`config.mk`:
```
export PLATFORM = sky130hd
export DESIGN_NAME = lru_order_list_top
export DESIGN_NICKNAME = d
export VERILOG_FILES = /design/src/lruol_pkg.sv /design/src/lruol_dp.sv /design/src/lruol_ctrl.sv /design/src/lru_order_list_top.sv
export SDC_FILE = /design/constraint.sdc
export NUM_CORES = 1
export LEC_CHECK = 0
export BUFFER_PORTS_ARGS = -buffer_cell sky130_fd_sc_hd__buf_2
export CORE_ASPECT_RATIO = 0.6
export CORE_MARGIN = 2
export CORE_UTILIZATION = 35
export DETAILED_ROUTE_END_ITERATION = 7
export PLACE_DENSITY_LB_ADDON = 0.2
export SKIP_CTS_REPAIR_TIMING = 1
export SLEW_MARGIN = 25
export SYNTH_ARGS = -nofsm -noshare
export SYNTH_HDL_FRONTEND = slang
export SYNTH_SLANG_ARGS = --single-unit
```
`constraint.sdc`:
```
create_clock -name i_clk -period 10.75 [get_ports i_clk]
set_input_delay 1.075 -clock i_clk [delete_from_list [all_inputs] [get_ports i_clk]]
set_output_delay 1.075 -clock i_clk [all_outputs]
set_load 0.005 [all_outputs]
```
`src/lruol_pkg.sv`:
```
// Package of the LRU order list: sizes, command and status codes, transfer types.
// No dependencies; used by every module of the block.
package lruol_pkg;

    localparam int DEPTH    = 16;
    localparam int TAG_BITS = 16;
    localparam int IDX_BITS = $clog2(DEPTH);
    localparam int CNT_BITS = $clog2(DEPTH + 1);

    localparam logic [1:0] CMD_APPEND = 2'd0;
    localparam logic [1:0] CMD_REMOVE = 2'd1;
    localparam logic [1:0] CMD_MOVE   = 2'd2;
    localparam logic [1:0] CMD_EVICT  = 2'd3;

    localparam logic [1:0] ST_OK        = 2'd0;
    localparam logic [1:0] ST_NOT_FOUND = 2'd1;
    localparam logic [1:0] ST_FULL      = 2'd2;
    localparam logic [1:0] ST_EMPTY     = 2'd3;

    typedef struct packed {
        logic [1:0]          cmd;
        logic [TAG_BITS-1:0] tag;
    } t_in_item;

    typedef struct packed {
        logic [TAG_BITS-1:0] lru_tag;
        logic                nonempty;
        logic [CNT_BITS-1:0] entry_count;
        logic [1:0]          status;
    } t_out_item;

    // controller -> datapath
    typedef struct packed {
        logic load;
        logic append;
        logic remove;
        logic move;
        logic evict;
    } t_dp_ops;

    // datapath -> controller
    typedef struct packed {
        logic found;
        logic full;
        logic empty;
    } t_dp_stat;

endpackage

```
`src/lruol_dp.sv`:
```
// Datapath of the LRU order list: tag store, parallel match, shift and write.
// Depends on lruol_pkg.
module lruol_dp (
    input  logic                         i_clk,
    input  logic                         i_rst_n,
    input  lruol_pkg::t_dp_ops           i_ops,
    input  logic [lruol_pkg::TAG_BITS-1:0] i_tag,
    output lruol_pkg::t_dp_stat          o_stat,
    output logic [lruol_pkg::TAG_BITS-1:0] o_lru_tag,
    output logic [lruol_pkg::CNT_BITS-1:0] o_count
);

    logic [lruol_pkg::TAG_BITS-1:0] r_store [lruol_pkg::DEPTH];
    logic [lruol_pkg::TAG_BITS-1:0] n_store [lruol_pkg::DEPTH];
    logic [lruol_pkg::TAG_BITS-1:0] r_tag;
    logic [lruol_pkg::CNT_BITS-1:0] r_count;
    logic [lruol_pkg::CNT_BITS-1:0] n_count;

    logic [lruol_pkg::DEPTH-1:0]    match;
    logic [lruol_pkg::DEPTH-1:0]    at_or_after;   // positions from the oldest hit upward
    logic [lruol_pkg::DEPTH-1:0]    shift_en;
    logic [lruol_pkg::IDX_BITS-1:0] wr_pos;
    logic                           wr_en;
    logic                           found;
    logic                           full;
    logic                           empty;

    assign full  = (r_count == lruol_pkg::CNT_BITS'(lruol_pkg::DEPTH));
    assign empty = (r_count == '0);
    assign found = |match;

    always_comb begin
        for (int i = 0; i < lruol_pkg::DEPTH; i++) begin
            match[i] = (r_store[i] == r_tag) && (lruol_pkg::CNT_BITS'(i) < r_count);
        end
        at_or_after[0] = match[0];
        for (int i = 1; i < lruol_pkg::DEPTH; i++) begin
            at_or_after[i] = at_or_after[i-1] | match[i];
        end
    end

    always_comb begin
        shift_en = '0;
        wr_en    = 1'b0;
        wr_pos   = r_count[lruol_pkg::IDX_BITS-1:0];
        n_count  = r_count;
        if (i_ops.append && !full) begin
            wr_en   = 1'b1;
            n_count = r_count + 1'b1;
        end
        if (i_ops.remove && found) begin
            shift_en = at_or_after;
            n_count  = r_count - 1'b1;
        end
        if (i_ops.move && found) begin
            // close the gap, then the tag lands on the last occupied slot
            shift_en = at_or_after;
            wr_en    = 1'b1;
            wr_pos   = lruol_pkg::IDX_BITS'(r_count - 1'b1);
        end
        if (i_ops.evict && !empty) begin
            shift_en = '1;
            n_count  = r_count - 1'b1;
        end
    end

    always_comb begin
        for (int i = 0; i < lruol_pkg::DEPTH; i++) begin
            n_store[i] = r_store[i];
            if (shift_en[i] && (i < lruol_pkg::DEPTH - 1)) begin
                n_store[i] = r_store[(i + 1) % lruol_pkg::DEPTH];
            end
            if (wr_en && (wr_pos == lruol_pkg::IDX_BITS'(i))) begin
                n_store[i] = r_tag;
            end
        end
    end

    always_ff @(posedge i_clk) begin
        if (!i_rst_n) begin
            r_count <= '0;
        end else begin
            r_count <= n_count;
        end
    end

    always_ff @(posedge i_clk) begin
        if (i_ops.load) begin
            r_tag <= i_tag;
        end
        r_store <= n_store;
    end

    assign o_stat.found = found;
    assign o_stat.full  = full;
    assign o_stat.empty = empty;
    assign o_lru_tag    = empty ? '0 : r_store[0];
    assign o_count      = r_count;

endmodule

```
`src/lruol_ctrl.sv`:
```
// Controller of the LRU order list: accept, execute and result strobe.
// Depends on lruol_pkg.
module lruol_ctrl (
    input  logic                 i_clk,
    input  logic                 i_rst_n,
    input  logic                 i_start,
    input  logic [1:0]           i_cmd,
    input  lruol_pkg::t_dp_stat  i_stat,
    output lruol_pkg::t_dp_ops   o_ops,
    output logic                 o_busy,
    output logic                 o_done,
    output logic [1:0]           o_status
);

    localparam logic S_IDLE = 1'b0;
    localparam logic S_EXEC = 1'b1;

    logic       r_state;
    logic       n_state;
    logic [1:0] r_cmd;
    logic       r_done;
    logic       n_done;
    logic [1:0] r_status;
    logic [1:0] n_status;
    logic       accept;

    assign o_busy = (r_state == S_EXEC);
    assign accept = i_start && !o_busy;

    always_comb begin
        o_ops      = '0;
        o_ops.load = accept;
        n_state    = r_state;
        n_done     = 1'b0;
        n_status   = r_status;
        unique case (r_state)
            S_IDLE: begin
                if (accept) begin
                    n_state = S_EXEC;
                end
            end
            S_EXEC: begin
                n_state = S_IDLE;
                n_done  = 1'b1;
                n_status = lruol_pkg::ST_OK;
                unique case (r_cmd)
                    lruol_pkg::CMD_APPEND: begin
                        o_ops.append = 1'b1;
                        if (i_stat.full) n_status = lruol_pkg::ST_FULL;
                    end
                    lruol_pkg::CMD_REMOVE: begin
                        o_ops.remove = 1'b1;
                        if (!i_stat.found) n_status = lruol_pkg::ST_NOT_FOUND;
                    end
                    lruol_pkg::CMD_MOVE: begin
                        o_ops.move = 1'b1;
                        if (!i_stat.found) n_status = lruol_pkg::ST_NOT_FOUND;
                    end
                    lruol_pkg::CMD_EVICT: begin
                        o_ops.evict = 1'b1;
                        if (i_stat.empty) n_status = lruol_pkg::ST_EMPTY;
                    end
                    default: begin
                        n_status = lruol_pkg::ST_OK;
                    end
                endcase
            end
            default: begin
                n_state = S_IDLE;
            end
        endcase
    end

    always_ff @(posedge i_clk) begin
        if (!i_rst_n) begin
            r_state <= S_IDLE;
            r_done  <= 1'b0;
        end else begin
            r_state <= n_state;
            r_done  <= n_done;
        end
    end

    always_ff @(posedge i_clk) begin
        if (accept) begin
            r_cmd <= i_cmd;
        end
        r_status <= n_status;
    end

    assign o_done   = r_done;
    assign o_status = r_status;

endmodule

```
`src/lru_order_list_top.sv`:
```
// Top level of the LRU order list: controller plus tag-store datapath.
// Depends on lruol_pkg, lruol_ctrl and lruol_dp.
//
// The block keeps up to DEPTH (16) tags ordered from least to most recently
// used. A command transfer (append, remove, move to MRU, evict head) is taken
// at a rising edge with start high and busy low. The tag is registered on
// accept, and in the next cycle one parallel compare over all stored entries
// finds the oldest match while the store shifts and writes in the same edge.
// The result (LRU tag, nonempty, count, status) is shown for exactly one
// cycle with o_done high, the cycle after that; the receiver cannot stall it,
// so capture it then. busy is high only during the execute cycle, so a new
// command may be issued in the same cycle as o_done. Absent tags, an append
// to a full list and an evict from an empty list leave the list unchanged
// and are flagged in status. Reset empties the list; tag slots at or above
// the count hold stale data that is never shown.
module lru_order_list_top (
    input  logic                 i_clk,
    input  logic                 i_rst_n,
    input  logic                 start,
    output logic                 busy,
    input  lruol_pkg::t_in_item  i_item,
    output logic                 o_done,
    output lruol_pkg::t_out_item o_result
);

    lruol_pkg::t_dp_ops  ops;
    lruol_pkg::t_dp_stat stat;
    logic [lruol_pkg::TAG_BITS-1:0] lru_tag;
    logic [lruol_pkg::CNT_BITS-1:0] count;
    logic [1:0]                     status;

    lruol_ctrl u_ctrl (
        .i_clk    (i_clk),
        .i_rst_n  (i_rst_n),
        .i_start  (start),
        .i_cmd    (i_item.cmd),
        .i_stat   (stat),
        .o_ops    (ops),
        .o_busy   (busy),
        .o_done   (o_done),
        .o_status (status)
    );

    lruol_dp u_dp (
        .i_clk     (i_clk),
        .i_rst_n   (i_rst_n),
        .i_ops     (ops),
        .i_tag     (i_item.tag),
        .o_stat    (stat),
        .o_lru_tag (lru_tag),
        .o_count   (count)
    );

    // state is stable in the strobe cycle, so the fields read it directly
    assign o_result.lru_tag     = lru_tag;
    assign o_result.nonempty    = (count != '0);
    assign o_result.entry_count = count;
    assign o_result.status      = status;

endmodule

```
**Word-level counts from Yosys, hierarchy flattened**

Cells that the tools add are included.

- Reduce and logical (&&, ||, !) cells: 62
- Multiplexer cells: 52
- $lt $le $gt $ge: 16
- Bitwise gates (word level): 15
- Eq/ne operators: 35
- Add/sub/neg operators: 2

Operators by type and width:

| cell | count |
|---|---|
| $mux W16 | 31 |
| $eq A16 B16 Y1 | 16 |
| $mux W15 | 3 |
| $lt A4 B5 Y1 const A | 8 |
| $logic_and A1 B1 Y1 | 37 |
| $eq A4 B4 Y1 const B | 8 |
| $reduce_bool A2 Y1 | 15 |
| $lt A3 B5 Y1 const A | 4 |
| $eq A4 B3 Y1 const B | 4 |
| $reduce_or A16 Y1 | 1 |
| $mux W5 | 3 |
| $or A1 B1 Y1 | 14 |
| $lt A1 B5 Y1 const A | 2 |
| $lt A2 B5 Y1 const A | 2 |
| $mux W1 | 9 |
| $eq A4 B2 Y1 const B | 2 |
| $mux W4 | 2 |
| $pmux W2 S3 | 1 |
| $add A5 B1 Y5 const B | 1 |
| $eq A5 B5 Y1 const B | 1 |
| $logic_not A5 Y1 | 1 |
| $reduce_bool A5 Y1 | 1 |
| $sub A5 B1 Y5 const B | 1 |
| $eq A2 B2 Y1 const B | 2 |
| 10 further kinds | 13 |

- Register bits: 283

**Longest topological paths before layout**

- Word-level depth: 21
- Gate-level depth with buffers: 14

**By module**

Synthesis repeated with hierarchy kept, for this count alone.

- Cells, all modules: 1332
- Area, all modules: 16754.8 um^2

Modules (own cells, without submodules):

| module | instances | cells an instance | area an instance (um^2) | sequential area each (um^2) |
|---|---|---|---|---|
| lruol_dp | 1 | 1304 | 16440.8 | 8267.9 |
| lruol_ctrl | 1 | 25 | 301.5 | 160.2 |
| lru_order_list_top | 1 | 3 | 12.5 | 0.0 |

**Least setup slack after synthesis**

No wires, ideal clock.

- Kind: register to register
- From: reg u_dp.r_tag[3] (netlist name)
- To: reg u_dp.r_store[80] (netlist name), enable pin
- Stages on the path, launching flop included: 13
- Clock period less this slack: 3.825 ns
- Library setup time: 0.421 ns
- Arrival time: 3.403 ns
- Slack: 6.925 ns
- Buffers on the path: 3
- Cells stage by stage: edfxtp_1 > buf_6 > xor2_1 > or4b_1 > or3_1 > o22ai_2 > a311oi_4 > a31oi_4 > buf_8 > mux2i_4 > o21bai_4 > buf_6 > o211ai_1

- Cells in the longest elaborated chain, start to end: 16

Ends and longest elaborated chain:

| item | RTL line | text |
|---|---|---|
| start: declaration | lruol_dp.sv:15 | `logic [lruol_pkg::TAG_BITS-1:0] r_tag;` |
| start signal: assignment | lruol_dp.sv:89 | `r_tag <= i_tag;` |
| $eq A16 B16 Y1 | lruol_dp.sv:34 | `match[i] = (r_store[i] == r_tag) && (lruol_pkg::CNT_BITS'(i) < r_count);` |
| $logic_and A1 B1 Y1 | lruol_dp.sv:34 |  |
| $or A1 B1 Y1 (10 in series) | lruol_dp.sv:38 | `at_or_after[i] = at_or_after[i-1] \| match[i];` |
| $mux W15 | lruol_dp.sv:51 | `if (i_ops.remove && found) begin` |
| $mux W15 | lruol_dp.sv:55 | `if (i_ops.move && found) begin` |
| $mux W15 | lruol_dp.sv:61 | `if (i_ops.evict && !empty) begin` |
| $reduce_bool A2 Y1 (no source line) (*) | - |  |
| end signal: assignment | lruol_dp.sv:91 | `r_store <= n_store;` |
| end: declaration | lruol_dp.sv:13 | `logic [lruol_pkg::TAG_BITS-1:0] r_store [lruol_pkg::DEPTH];` |

Mark *: on every way between the ends. The rest lies on a longest branch, timed or not.
A chain may end at the register's enable or synchronous reset.

**Worst setup path in the final report**

- From: reg u_dp.r_count (netlist bit u_dp.o_count[3])
- To: reg u_dp.r_store[108] (netlist name), enable pin

- Cells in the longest elaborated chain, start to end: 15

Ends and longest elaborated chain:

| item | RTL line | text |
|---|---|---|
| start: declaration | lruol_dp.sv:16 | `logic [lruol_pkg::CNT_BITS-1:0] r_count;` |
| start signal: assignment | lruol_dp.sv:83 | `r_count <= n_count;` |
| $lt A1 B5 Y1 | lruol_dp.sv:34 |  |
| $logic_and A1 B1 Y1 | lruol_dp.sv:34 |  |
| $or A1 B1 Y1 (9 in series) | lruol_dp.sv:38 |  |
| $mux W15 | lruol_dp.sv:51 |  |
| $mux W15 | lruol_dp.sv:55 |  |
| $mux W15 | lruol_dp.sv:61 |  |
| $reduce_bool A2 Y1 (no source line) (*) | - |  |

Marks and branches as above.

==> results.toml <==
[route]
post_drt_via_cell_ratio = 5.31
ant_nets = 0
post-route-drc-count = 0
drt_wl_total_mm = 45.3
drt_pass1_iterations = 5
detail_route.wl_per_cell_um = 23.3
drt_first_iter_violations = 1178
route.vias.total = 10300

[outcome]
outcome = "finished, final reports clean"

[synthesis]
postSynthNetCount = 1297
netlist-cell-type-count = 70
netlist_instances = 1267
synth-async-reset-ratio = 0
synthesized_area_um2 = 16700
yosys_warnings = 0
post-synth-top-area-fraction = 0.495
synth_enable_flop_cells = 276
synth.most_common_cell = "sky130_fd_sc_hd__edfxtp_1"
synth-seq-cells = 283
per_instance_average_area_after_synthesis_um2 = 13.2
post_synth_main_area_contributors = "sky130_fd_sc_hd__edfxtp_1, sky130_fd_sc_hd__mux2_2, sky130_fd_sc_hd__xor2_1"
postSynth.topFlopCell = "sky130_fd_sc_hd__edfxtp_1"
synth_cell_count_leaders = "sky130_fd_sc_hd__edfxtp_1, sky130_fd_sc_hd__mux2_2, sky130_fd_sc_hd__xor2_1, sky130_fd_sc_hd__xnor2_1, sky130_fd_sc_hd__nor4_1"
yosys.area.top_type = "sky130_fd_sc_hd__edfxtp_1"
synth_sequential_area_ratio = 0.504

[clock_tree]
tritoncts = "yes"
max-clock-path-buffers = 3
cts_inserted_buffers = 29
cts.reportedPaths.clkPinSlew_ns = 0.06
clock_tree.root_cell = "sky130_fd_sc_hd__clkbuf_16"
clock_latency_ns = 0.57
cts_num_sinks = 283
htreeDepth = 1

[placed_design]
gp_congestion = 0.879
dp_hpwl_mm = 32.5
dpl-instance-area_um2 = 17400
port-buffer-count = 46

[grt]
grt_pass1_vias = 10200
grt_first_pass_wirelength_mm = 68.4
grt_antenna_before_repair = 0
track_usage = 0.180
global_route_overflow = 0
grt_start_max_net_pins = 34

[finish]
final_area_um2 = 18400
diodes = 0
area_growth_syn_to_layout_pct = 9.85
drive_gt1_frac = 0.281
design.final.nets = 1308

[worst_setup_path]
worst-path-stages = 9
cpPeakStageDelay_ns = 0.78
worstRegToRegCells = 9
register_to_register_path_setup_slack_ns = 5.70
reg2reg_from = "u_dp.o_count[3]"
critical_path_buf_inv_count = 0
reg2reg_to = "u_dp.r_store[108]"
cp_cell_sequence = "nor2_1, or2_2, or4bb_1, o22ai_1, nor4_4, a31oi_4, mux2_2, o21bai_4, nand3_1"
critPathKind = "reg -> reg"
timing.critical_path.max_delay_family = "simple AND/OR/NAND/NOR gates"
required_ns = 10.83
crit_arrival_ns = 5.14
cpMaxStageDelayCell = "sky130_fd_sc_hd__dfxtp_1"
timing.critical_path.to_type = "flop"
setup.worst_path.start_class = "flop"
worstPathMaxFanout = 18

[sta]
period_minus_slack_ns = 5.05
finalClockSkew_ns = 0.0114
worst_pin_slew_ns = 0.923
fmax_mhz = 198
timing.max_slew.rel_slack = 0.383
final_worst_path_period_share = 0.470
timing.final.setup_violations = 0
finalHoldViolCount = 0
final-max-slew-violation-count = 0
setup_total_negative_slack_ns = 0
grt_setup_unrepaired = "no"

[pwr]
p_clk_frac = 0.436
pwr_density_cell_nw_per_um2 = 133
p_comb_frac = 0.069
switching_power_w = 0.000572
seq_pwr_share = 0.496
internal-power_w = 0.00187
sw_frac_of_total = 0.234
design_power_total_w = 0.00245
irDropWorstVdd_mv = 0.0956
static_leakage_nw = 6.08

[run]
cap_viol_max_count = 0

[floorplanning]
core-area_um2 = 47600
fp.dieArea_um2 = 49600
die_y_um = 173
floorplan.rows = 62
floorplan.io_pins = 47
die_x_um = 286
initial_utilization = 0.352

[min_path]
min_delay_path_depth = 1
hold_path.class = "reg -> reg"
hold_path_startpoint = "u_dp.r_store[37]"
worst_hold_path_endpoint = "u_dp.r_store[53]"
[metrics by stage]
stage / std cells / setup slack (ns) / hold slack [ns] / utilization
6_report: 1941 / 5.70 / 0.590 / 0.387
4_1_cts: 1941 / 5.73 / 0.593 / 0.386
2_1_floorplan: 1267 / 6.93 / 0.421 / -
5_1_grt: 1941 / 5.40 / 0.615 / 0.387
3_3_place_gp: 1887 / 5.83 / 0.580 / 0.366
3_5_place_dp: 1887 / 5.74 / 0.576 / 0.366
[power by group through the flow]
stage | Clock [W] | Combinational [W] | Sequential (W)
CTS | 0.00108 | 0.000165 | 0.00121
global route | 0.00112 | 0.000180 | 0.00121
detailed placement | 0 | 0.000164 | 0.00124
finish | 0.00107 | 0.000168 | 0.00121
global placement | 0 | 0.000165 | 0.00124
floorplan | 0 | 0.000119 | 0.00123
[cells by family (layout without fill, tap and decap cells)]
| family | Yosys count | count (layout) | synth area share |
|---|---|---|---|
| AND/OR/NAND/NOR | 305 | 305 | 0.109 |
| XOR/XNOR | 259 | 259 | 0.136 |
| multiplexers | 248 | 248 | 0.173 |
| flip-flops | 283 | 283 | 0.504 |
| AO/OA/AOI/OAI | 64 | 64 | 0.0361 |
| adder cells (fa/ha/maj) | 9 | 9 | 0.00673 |
| buffers and inverters | 99 | 133 | 0.0365 |
[cell usage in the layout (no fill, tap or decap), types with 6 or more instances in the layout]
cell type / n
sky130_fd_sc_hd__edfxtp_1: 276
sky130_fd_sc_hd__mux2_2: 196
sky130_fd_sc_hd__xor2_1: 171
sky130_fd_sc_hd__xnor2_1: 88
sky130_fd_sc_hd__nor4_1: 50
sky130_fd_sc_hd__buf_2: 46
sky130_fd_sc_hd__nand3_1: 38
sky130_fd_sc_hd__nor2_1: 35
sky130_fd_sc_hd__nand4_1: 33
sky130_fd_sc_hd__clkbuf_16: 29
sky130_fd_sc_hd__nor3_1: 28
sky130_fd_sc_hd__nand2_1: 27
sky130_fd_sc_hd__mux2_1: 27
sky130_fd_sc_hd__buf_4: 26
sky130_fd_sc_hd__and2_1: 21
sky130_fd_sc_hd__mux2_4: 18
sky130_fd_sc_hd__a21oi_1: 13
sky130_fd_sc_hd__nor4b_1: 10
sky130_fd_sc_hd__ha_1: 9
sky130_fd_sc_hd__and3_1: 8
sky130_fd_sc_hd__inv_1: 7
sky130_fd_sc_hd__or3_1: 7
sky130_fd_sc_hd__nor2_4: 7
sky130_fd_sc_hd__dfxtp_1: 7
sky130_fd_sc_hd__nor2b_1: 6
sky130_fd_sc_hd__clkinv_1: 6
[final cells by class]
class | count | area (um^2)
fill | 4495 | 29200
clock buffer | 34 | 744
sequential | 283 | 8430
clock inverter | 20 | 230
tap | 640 | 801
inverter | 7 | 26.3
timing repair buffer | 72 | 425
multi-input combinational | 885 | 7730
[how the worst max path moves through the flow]
stage | from | to | slack (ns)
2_1_floorplan | u_dp.r_tag[3] | u_dp.r_store[80] | 6.93
3_3_place_gp | u_dp.o_count[0] | u_dp.r_store[100] | 5.83
3_5_place_dp | u_dp.o_count[3] | u_dp.r_store[110] | 5.74
4_1_cts | u_dp.o_count[3] | u_dp.r_store[97] | 5.73
5_1_grt | u_dp.o_count[3] | u_dp.r_store[108] | 5.40
6_report | u_dp.o_count[3] | u_dp.r_store[108] | 5.70
[sequential cells by signal, summed over array words and instances (netlist names)]
name and cells:
u_ctrl.r_cmd 2, u_dp.r_tag 16, u_ctrl.o_done 1, u_dp.o_count 5
u_ctrl.o_busy 1, u_dp.r_store 256, u_ctrl.o_status 2
[worst register-to-register path: cells and delay by family, from the launching register on]
family	cells	cell delay (ns)
DFF	1	0.78
AOI/OAI and AO/OA	3	1.19
and+or+nand+nor	5	2.20
muxes	1	0.39
[metal layers]
| metal | global-route usage | vias to the layer above | share of wire | wire length, um |
|---|---|---|---|---|
| li1 | - | 4753 | - | - |
| met1 | 0.310 | 5184 | 0.55 | 25100 |
| met2 | 0.229 | 321 | 0.37 | 16700 |
| met3 | 0.0297 | 50 | 0.060 | 2720 |
| met4 | 0.0314 | 0 | 0.016 | 745 |
| met5 | 0 | - | 0 | 0 |
Power figures use the tool's default switching activity.
